## config.mk

```make
export PLATFORM = sky130hd
export DESIGN_NAME = length_prefixed_packet_deframer
export DESIGN_NICKNAME = d
export VERILOG_FILES = /design/src/hdl/lpd_pkg.sv /design/src/hdl/lpd_parser.sv /design/src/hdl/lpd_out_buf.sv /design/src/hdl/length_prefixed_packet_deframer.sv
export SDC_FILE = /design/constraint.sdc
export NUM_CORES = 1
export LEC_CHECK = 0
export BUFFER_PORTS_ARGS = -buffer_cell sky130_fd_sc_hd__buf_2
export CAP_MARGIN = 20
export CELL_PAD_IN_SITES_DETAIL_PLACEMENT = 1
export CELL_PAD_IN_SITES_GLOBAL_PLACEMENT = 1
export CORE_MARGIN = 1
export CORE_UTILIZATION = 35
export DETAILED_ROUTE_END_ITERATION = 7
export PLACE_DENSITY = 0.65
export RECOVER_POWER = 100
export SYNTH_ARGS = -nofsm -noshare
export SYNTH_HDL_FRONTEND = slang
export SYNTH_SLANG_ARGS = --single-unit
```

## constraint.sdc

```tcl
create_clock -name clk -period 12.92 [get_ports clk]
set_clock_uncertainty 0.1 [all_clocks]
set_input_delay 1.292 -clock clk [delete_from_list [all_inputs] [get_ports clk]]
set_output_delay 1.292 -clock clk [all_outputs]
set_load 0.02 [all_outputs]
```

## src/hdl/lpd_pkg.sv

```systemverilog
// Shared types and constants for the length-prefixed packet deframer.
package lpd_pkg;

    localparam int unsigned HEADER_BYTES = 6;
    localparam int unsigned COUNT_W      = 3;
    localparam int unsigned LEN_BYTES    = 4;

    localparam logic [COUNT_W-1:0] HDR_PROTO  = COUNT_W'(0);
    localparam logic [COUNT_W-1:0] HDR_OPCODE = COUNT_W'(HEADER_BYTES - 1);

    typedef enum logic [1:0] {
        KIND_HEADER  = 2'd0,
        KIND_PAYLOAD = 2'd1,
        KIND_ERROR   = 2'd2
    } kind_t;

    typedef struct packed {
        kind_t       kind;
        logic [7:0]  protocol;
        logic [7:0]  opcode;
        logic [31:0] length;
        logic [7:0]  data;
        logic        last;
    } result_t;

    typedef struct packed {
        logic    valid;
        result_t res;
    } result_beat_t;

endpackage

```

## src/hdl/lpd_parser.sv

```systemverilog
// Header parser and payload counter: state registers and per-byte result logic.
module lpd_parser
    import lpd_pkg::*;
(
    input  logic         clk,
    input  logic         rst_n,
    input  logic         accept,
    input  logic [7:0]   byte_in,
    input  logic [31:0]  max_length,
    output result_beat_t beat
);

    logic               in_payload_reg, in_payload_next;
    logic [COUNT_W-1:0] header_count_reg, header_count_next;
    logic [7:0]         proto_reg, proto_next;
    logic [31:0]        length_reg, length_next;
    logic [7:0]         opcode_reg, opcode_next;
    logic [31:0]        bytes_left_reg, bytes_left_next;

    always_comb
    begin
        in_payload_next   = in_payload_reg;
        header_count_next = header_count_reg;
        proto_next        = proto_reg;
        length_next       = length_reg;
        opcode_next       = opcode_reg;
        bytes_left_next   = bytes_left_reg;
        beat.valid        = 1'b0;
        beat.res.kind     = KIND_HEADER;
        beat.res.data     = 8'd0;
        beat.res.last     = 1'b0;

        if (in_payload_reg)
        begin
            if (bytes_left_reg != 32'd0)
                bytes_left_next = bytes_left_reg - 32'd1;
            beat.valid    = 1'b1;
            beat.res.kind = KIND_PAYLOAD;
            beat.res.data = byte_in;
            beat.res.last = (bytes_left_reg <= 32'd1);
            if (bytes_left_reg <= 32'd1)
                in_payload_next = 1'b0;
        end
        else if (header_count_reg == HDR_OPCODE)
        begin
            opcode_next       = byte_in;
            header_count_next = HDR_PROTO;
            beat.valid        = 1'b1;
            beat.res.last     = 1'b1;
            if (length_reg == 32'd0 || length_reg > max_length)
            begin
                beat.res.kind = KIND_ERROR;
            end
            else
            begin
                bytes_left_next = length_reg - 32'd1;
                if (length_reg != 32'd1)
                begin
                    beat.res.last   = 1'b0;
                    in_payload_next = 1'b1;
                end
            end
        end
        else if (header_count_reg == HDR_PROTO || header_count_reg > HDR_OPCODE)
        begin
            proto_next        = byte_in;
            header_count_next = HDR_PROTO + COUNT_W'(1);
        end
        else
        begin
            for (int i = 0; i < LEN_BYTES; i++)
            begin
                if (header_count_reg == COUNT_W'(i + 1))
                    length_next[8*i +: 8] = byte_in;
            end
            header_count_next = header_count_reg + COUNT_W'(1);
        end

        beat.res.protocol = proto_next;
        beat.res.opcode   = opcode_next;
        beat.res.length   = length_next;
        beat.valid        = beat.valid & accept;
    end

    always_ff @(posedge clk or negedge rst_n)
    begin
        if (!rst_n)
        begin
            in_payload_reg   <= 1'b0;
            header_count_reg <= HDR_PROTO;
            proto_reg        <= 8'd0;
            length_reg       <= 32'd0;
            opcode_reg       <= 8'd0;
            bytes_left_reg   <= 32'd0;
        end
        else if (accept)
        begin
            in_payload_reg   <= in_payload_next;
            header_count_reg <= header_count_next;
            proto_reg        <= proto_next;
            length_reg       <= length_next;
            opcode_reg       <= opcode_next;
            bytes_left_reg   <= bytes_left_next;
        end
    end

endmodule

```

## src/hdl/lpd_out_buf.sv

```systemverilog
// Two-entry result register with skid stage between parser and receiver.
module lpd_out_buf
    import lpd_pkg::*;
(
    input  logic         clk,
    input  logic         rst_n,
    input  result_beat_t beat,
    input  logic         result_stall,
    output logic         full,
    output logic         result_valid,
    output result_t      result
);

    logic    main_valid_reg;
    logic    skid_valid_reg;
    result_t main_reg;
    result_t skid_reg;
    logic    pop;

    assign pop          = main_valid_reg && !result_stall;
    assign full         = skid_valid_reg;
    assign result_valid = main_valid_reg;
    assign result       = main_reg;

    always_ff @(posedge clk or negedge rst_n)
    begin
        if (!rst_n)
        begin
            main_valid_reg <= 1'b0;
            skid_valid_reg <= 1'b0;
        end
        else if (skid_valid_reg)
        begin
            if (pop)
                skid_valid_reg <= 1'b0;
        end
        else if (beat.valid)
        begin
            if (main_valid_reg && !pop)
                skid_valid_reg <= 1'b1;
            else
                main_valid_reg <= 1'b1;
        end
        else if (pop)
        begin
            main_valid_reg <= 1'b0;
        end
    end

    always_ff @(posedge clk)
    begin
        if (skid_valid_reg)
        begin
            if (pop)
                main_reg <= skid_reg;
        end
        else if (beat.valid)
        begin
            if (main_valid_reg && !pop)
                skid_reg <= beat.res;
            else
                main_reg <= beat.res;
        end
    end

endmodule

```

## src/hdl/length_prefixed_packet_deframer.sv

```systemverilog
// Top level of the length-prefixed packet deframer.
//
// Input: one stream byte per beat on byte_in, byte_valid / byte_stall.
// Each packet is a 6-byte header (protocol, 32-bit little-endian length,
// opcode) followed by length - 1 payload bytes. The sixth header byte gives
// a header result (kind 0, last set when no payload follows); each payload
// byte gives a kind 1 result, the final one with last set. A length of zero
// or above max_length gives a kind 2 result with last set and the block
// hunts for the next header.
// Output: result_valid / result_stall with kind, protocol, opcode, length,
// data and last. Each result is registered before it reaches the output.
// Throughput is one byte per cycle; byte_stall rises only when both the
// result register and the skid register hold beats the receiver has not
// taken, and drops at the edge where the receiver takes one.
// Configuration: max_length is written on max_length_valid (ready is always
// high); write it only while no packet is in flight.
// Reset clears the parser to header hunting, empties the result stage and
// sets max_length to all ones.
module length_prefixed_packet_deframer
    import lpd_pkg::*;
(
    input  logic        clk,
    input  logic        rst_n,

    input  logic        max_length_valid,
    output logic        max_length_ready,
    input  logic [31:0] max_length,

    input  logic        byte_valid,
    output logic        byte_stall,
    input  logic [7:0]  byte_in,

    output logic        result_valid,
    input  logic        result_stall,
    output logic [1:0]  kind,
    output logic [7:0]  protocol,
    output logic [7:0]  opcode,
    output logic [31:0] length,
    output logic [7:0]  data,
    output logic        last
);

    logic [31:0]  max_length_reg;
    logic         accept;
    logic         full;
    result_beat_t beat;
    result_t      result;

    assign max_length_ready = 1'b1;
    assign byte_stall       = full;
    assign accept           = byte_valid && !full;

    always_ff @(posedge clk or negedge rst_n)
    begin
        if (!rst_n)
            max_length_reg <= 32'hFFFF_FFFF;
        else if (max_length_valid)
            max_length_reg <= max_length;
    end

    lpd_parser u_parser (
        .clk        (clk),
        .rst_n      (rst_n),
        .accept     (accept),
        .byte_in    (byte_in),
        .max_length (max_length_reg),
        .beat       (beat)
    );

    lpd_out_buf u_out_buf (
        .clk          (clk),
        .rst_n        (rst_n),
        .beat         (beat),
        .result_stall (result_stall),
        .full         (full),
        .result_valid (result_valid),
        .result       (result)
    );

    assign kind     = result.kind;
    assign protocol = result.protocol;
    assign opcode   = result.opcode;
    assign length   = result.length;
    assign data     = result.data;
    assign last     = result.last;

endmodule
```

==> results.cfg, run 1 <==
[worst_setup_path]
worstSetupEndpointType = async pin
worstPathMaxFanout = 71
critical_path_class = in2async
cp.buffers_inverters = 2
path_cells = clkbuf_1 > clkbuf_1
cp_slowest_cell = clkbuf_1
cp.arrival_ns = 6.34
required_ns = 12.16
cpLargestDelayFamily = buffers and inverters
cp-start-kind = primary input
slowest_delay_ns = 3.09
critPathMostFrequentCell = clkbuf_1

[detailed_routing]
post-route-drc-count = 0
vias = 8704
dr.pass1.iters = 5
post_drt_wl_per_cell_um = 20.53
viasPerCell = 5.275
drt_iter0_markers = 596
wirelength_um = 33870
ant_nets = 0

[die]
die_h_um = 186.6
core_mm2 = 0.03353
io_pins = 107
start_util = 0.3556
die_area_mm2 = 0.03481
placementRows = 67
die_width_um = 186.6

[power]
p_clk_frac = 0.242
power_switching_share = 0.3873
peakVddDrop_v = 0.0001046
p_sw_w = 0.001221
combPwrFrac = 0.358
p_per_area_mw_per_mm2 = 230.4
pwr-share-seq = 0.400
p_leak_nw = 5.589
p_int_w = 0.001932
total_power_w = 0.003153

[clock_tree]
clk_latency_ns = 0.55
cts_tree = built
clock_path_buffers = 3
cts-resized-gates = 0
postCtsSetupRepairBufs = 0
cts_sinks = 236
htree_levels = 1
holdBufCountCts = 0
clk_pin_slew_ns = 0.06
clockRootBuffer = clkbuf_16
cts_buffers = 26

[synth]
yosys.area_share.adder = 0.04302
async_flop_share = 0.5000
ys_ff_latch = 236
synth-edff-count = 118
synthDistinctLibCells = 71
synth_cells = 1083
synth_top_family_by_area = simple AND/OR/NAND/NOR gates
avgSynthCellArea_um2 = 11.01
synth-simple-area-share = 0.1637
synthMuxAreaShare = 0.1082
ys_warn_count = 0
synthTopCellsByArea = edfxtp_1 30%, dfrtp_1 18%, mux2_2 10%
synth_compound_area_frac = 0.08468
synth_ff_type = edfxtp_1
synth-seq-area-share = 0.5482
netlist_area_mm2 = 0.01192
synth_nets = 1169
synth-xor-area-share = 0.02204
synth_top_cell_by_area = edfxtp_1
netlist.area_leader.share = 0.2972

[global_routing]
busiest_layer = met2
grt_max_degree = 72
grt_overflow_total = 0
met3_usage = 0.02633
grt_pass1_wl_um = 54300
grtUsageTotal = 0.1982
met1_usage = 0.2742
antenna_found_initial = 0
met2_usage = 0.3299
first_global_vias = 9127

[place]
dp.cells = 1602
place_congestion = 0.8599
port_buffers = 105
dp_hpwl_um = 23840

[worst_hold_path]
min_path_type = reg2reg

[timing]
hold_viol = 0
setup_violations = 0
relSlewSlack = -1.819
drv_slew = 444
rsz0062_at_grt = no
period_needed_ns = 7.100
fin_crit_sh = 0.5496
setup_tns_ns = 0
fmax_mhz = 140.8
timing.hold.ws_ns = 0.3719
tightest_slew_ns = 4.228

[run]
cap_violations = 8

[cells_and_area]
fillCellCount = 3735
antenna_cells = 0
stdcell_count = 1650
final_core_util = 0.4082
area_growth_pct = 14.81
mostFrequentLayoutCells = 195 x nand2_1, 118 x edfxtp_1, 85 x dfrtp_1
fin_nets = 1268
drive_above_1_share = 0.1681
layout.cells.most_common = nand2_1

[run_status]
violations = max-capacitance violations, max-slew violations
status = finished with violations
logic make-up after synthesis:
group                      after synthesis
other                                    1
and+or+nand+nor                        406
xor gates and xnor gates                30
AOI/OAI and AO/OA                      162
DFF                                    236
muxes                                  115
adders and majority gates               41
buffers and inverters                   92
per-stage QoR:
step / setup WS [ns] / instance area [um2]
6_report: 5.820 / 13690
3_5_place_dp: 8.994 / 12940
5_1_grt: 4.561 / 13690
3_3_place_gp: 8.811 / 12930
2_1_floorplan: 7.576 / 11920
4_1_cts: 9.176 / 13810
power groups by stage:
| stage | clock network [W] | registers, W | logic (W) |
|---|---|---|---|
| after floorplan | 0 | 0.00131 | 0.000716 |
| after global placement | 0 | 0.00126 | 0.00114 |
| after detailed placement | 0 | 0.00127 | 0.00116 |
| after CTS | 0.000779 | 0.00125 | 0.00117 |
| after global routing | 0.000807 | 0.00129 | 0.00125 |
| final | 0.000763 | 0.00126 | 0.00113 |
cell usage after synthesis (3+ instances only):
cell type  count
edfxtp_1     118
a211oi_1       4
and3_1        14
xor2_1        18
and2_1        16
o211a_1        3
mux2_2       111
nor2_1        46
nor2b_1        3
buf_1          5
a221o_1        4
dfrtp_1       86
o211ai_1       4
nor4_1        18
nand2b_1       5
nor4_2         4
o21ai_0       72
nand2_1      195
ha_1          41
nand3_1       24
clkbuf_1      39
a211o_1        3
a31oi_1        4
nor3_1        28
nand4_1       17
or4_1          7
dfstp_2       32
xnor2_1       12
and4_1         3
a21oi_1       31
mux2i_1        4
o221a_2        5
a22oi_1        4
or3_1         12
inv_1         46
worst paths after layout:
| kind | startpoint | end | slack, ns | depth (start not counted) |
|---|---|---|---|---|
| max | rst_n | u_out_buf.full | 5.82 | 2 |
| min | u_parser.proto_reg[0] | u_parser.proto_reg[0] | 0.37 | 2 |
| max reg2reg | u_out_buf.full | u_out_buf.result[22] | 6.20 | 4 |
| min reg2reg | u_parser.proto_reg[0] | u_parser.proto_reg[0] | 0.37 | 2 |
| max in group clk | u_out_buf.full | u_out_buf.result[22] | 6.20 | 4 |
| min in group asynchronous | rst_n | u_parser.bytes_left_reg[20] | 1.53 | 1 |
cell type report:
type                       instances  area (um2)  area share
clock buffer                      33       696.9     0.05091
clock inverter                    15       175.2     0.01280
inverter                          46       172.7     0.01261
multi-input combinational        755        5039      0.3681
sequential                       236        6538      0.4776
tap                              448       560.5     0.04095
timing repair buffer             117       508.0     0.03711
routing by layer:
metal  up-vias  share of wire
met1      4382           0.46
met2       161           0.48
met4         0          0.021
met5         -              0
met3        35          0.039
li1       4126              -
No activity file was read; power rests on OpenSTA's default activity.
==> run 2, diff against run 1 <==
--- a/config.mk
+++ b/config.mk
@@ -5,6 +5,7 @@
 export SDC_FILE = /design/constraint.sdc
 export NUM_CORES = 1
 export LEC_CHECK = 0
+export ABC_AREA = 1
 export BUFFER_PORTS_ARGS = -buffer_cell sky130_fd_sc_hd__buf_2
 export CAP_MARGIN = 20
 export CELL_PAD_IN_SITES_DETAIL_PLACEMENT = 1
@@ -12,7 +13,7 @@
 export CORE_MARGIN = 1
 export CORE_UTILIZATION = 35
 export DETAILED_ROUTE_END_ITERATION = 7
-export PLACE_DENSITY = 0.65
+export PLACE_DENSITY = 0.7
 export RECOVER_POWER = 100
 export SYNTH_ARGS = -nofsm -noshare
 export SYNTH_HDL_FRONTEND = slang
==> constraint.sdc (replaced) <==
create_clock -name clk -period 6.1 [get_ports clk]
set_clock_uncertainty 0.1 [all_clocks]
set_input_delay 0.61 -clock clk [delete_from_list [all_inputs] [get_ports clk]]
set_output_delay 0.61 -clock clk [all_outputs]
set_load 0.02 [all_outputs]
==> run 2 against run 1 <==
Net effect:
- the flow still finishes with violations (max-capacitance violations, max-slew violations)
- first-iteration DRC count shrank 15%
- synthesized cell count up 31%
- register-to-register slack got worse by 4.4 ns
- non-clock buffer count decreased by 4
- critical endpoint is now u_parser.bytes_left_reg[1]
- highest routed layer unchanged
==> results.cfg, run 2 <==
[synth]
synth_top_cell_by_area = edfxtp_1
synth_cells = 1414
synth.most_common_cell = nand2_1
ys_warn_count = 0
async_flop_share = 0.5000
synth-edff-count = 118
avgSynthCellArea_um2 = 8.629
ys_ff_latch = 236
synth_ff_type = edfxtp_1
synthTopCellsByArea = edfxtp_1 29%, dfrtp_1 18%, nand2_1 12%
synthTopCellsByCount = 377 x nand2_1, 225 x o21ai_0, 169 x inv_1, 118 x edfxtp_1, 109 x nor2_1
synth_nets = 1500
synthDistinctLibCells = 46
netlist.area_leader.share = 0.2904
synth-seq-area-share = 0.5357
netlist_area_mm2 = 0.01220

[power]
p_clk_frac = 0.222
p_int_w = 0.004008
power_switching_share = 0.4339
p_per_area_mw_per_mm2 = 510.8
p_leak_nw = 6.270
combPwrFrac = 0.390
pwr-share-seq = 0.388
peakVddDrop_v = 0.0002727
p_sw_w = 0.003072

[worst_setup_path]
startpoint = u_parser.in_payload_reg
required_ns = 6.45
worstSetupEndpointType = flop
cp.arrival_ns = 4.62
slowest_delay_ns = 1.76
cp_slowest_cell = clkbuf_1
path_cells = clkbuf_1 > inv_1 > buf_4 > nand2_1 > nand2_4 > o21ai_0
critical_path_class = reg2reg
cp-start-kind = flop
worstPathMaxFanout = 49
r2r-start = u_parser.in_payload_reg

[clock_tree]
clock_path_buffers = 3
clk_latency_ns = 0.56
postCtsSetupRepairBufs = 0
holdBufCountCts = 0
clockRootBuffer = clkbuf_16
htree_levels = 1
cts_buffers = 26
cts-resized-gates = 0
clk_pin_slew_ns = 0.06
cts_sinks = 236
cts_tree = built

[timing]
rsz0062_at_grt = no
hold_viol = 0
fin_ws_ns = 1.828
period_needed_ns = 4.272
setup_tns_ns = 0
drv_slew = 175
tightest_slew_ns = 3.913
relSlewSlack = -1.609
setup_violations = 0
fmax_mhz = 234.1
fin_crit_sh = 0.7004

[detailed_routing]
drt_iter0_markers = 504
post-route-drc-count = 0
dr_wl_met2_um = 16180
ant_nets = 0
vias = 9943
post_drt_wl_per_cell_um = 17.80
met3_wirelength_um = 1349
highest_layer = met4
wirelength_um = 35210
viasPerCell = 5.027
dr.pass1.iters = 5
wl_met1_um = 16440

[global_routing]
first_global_vias = 10337
grt_overflow_total = 0
grt_pass1_wl_um = 56020
grt_max_degree = 92
grtUsageTotal = 0.1993
antenna_found_initial = 0

[die]
placementRows = 68
die_width_um = 188.7
core_mm2 = 0.03446
die_area_mm2 = 0.03561
start_util = 0.3541
io_pins = 107
die_h_um = 188.7

[run]
cap_violations = 3

[cells_and_area]
fillCellCount = 4145
layout.cells.most_common = nand2_1
mostFrequentLayoutCells = 386 x nand2_1, 226 x o21ai_0, 169 x inv_1
fin_nets = 1589
drive_above_1_share = 0.09980
antenna_cells = 0
area_growth_pct = 13.59

[run_status]
status = finished with violations
violations = max-capacitance violations, max-slew violations

[worst_hold_path]
min_path_type = in2reg
hp-start = max_length[6]

[place]
pre_cts_ws_ns = 2.576
dp_hpwl_um = 25430
port_buffers = 105
place_congestion = 0.8236
run 2: through the flow:
stage	total power, W	instances	util	hold slack, ns	area, um2
floorplan	0.004622	1414	-	0.2144	12200
global placement	0.005449	1929	0.3813	0.3674	13140
detailed placement	0.005594	1929	0.3813	0.3744	13140
CTS	0.007200	1977	0.4057	0.1207	13980
global route	0.007616	1978	0.4022	0.1718	13860
finish	0.007080	1978	0.4022	0.1657	13860
run 2: critical path, delay by kind of cell (launching register included):
family | cells | cell delay [ns]
AOI/OAI and AO/OA | 1 | 0.30
buffers and inverters | 3 | 2.29
DFF | 1 | 0.34
and+or+nand+nor | 2 | 1.11
run 2: cell type report:
cell class	instances	area, um2	share of cell area
Sequential cell	236	6536	0.4716
Multi-Input combinational cell	953	4765	0.3438
Clock buffer	37	711.9	0.05137
Inverter	173	650.6	0.04694
Tap cell	455	569.3	0.04108
Timing Repair Buffer	113	500.5	0.03611
Clock inverter	11	126.4	0.009118
run 2: routing by layer:
metal / track usage / vias to the layer above
met4: 0.07041 / 0
li1: - / 4811
met5: 0 / -
met2: 0.3282 / 199
met1: 0.2690 / 4877
met3: 0.02496 / 56
run 2: path summary, 6_finish.rpt:
check	slack, ns	end	cells past startpoint
max in group asynchronous	2.33	u_parser.bytes_left_reg[2]	2
max reg2reg	1.83	u_parser.bytes_left_reg[1]	6
min reg2reg	0.39	u_parser.proto_reg[7]	2
min	0.17	max_length_reg[6]	3
min in group asynchronous	1.34	u_parser.bytes_left_reg[6]	1
max	1.83	u_parser.bytes_left_reg[1]	6
run 2: power by group through the flow:
stage	registers [W]	clock network [W]	logic, W
global placement	0.00274	0	0.00271
CTS	0.00274	0.00161	0.00285
floorplan	0.00278	0	0.00184
global route	0.00279	0.00166	0.00316
detailed placement	0.00276	0	0.00283
finish	0.00275	0.00157	0.00276
run 2: cell families after synthesis:
kind of cell	Yosys count	synth area share
and+or+nand+nor	600	0.2072
AOI/OAI and AO/OA	283	0.1215
DFF	236	0.5357
buffers and inverters	225	0.07250
adders and majority gates	41	0.04204
xor gates and xnor gates	23	0.01651
muxes	5	0.004204
other	1	0.0003073
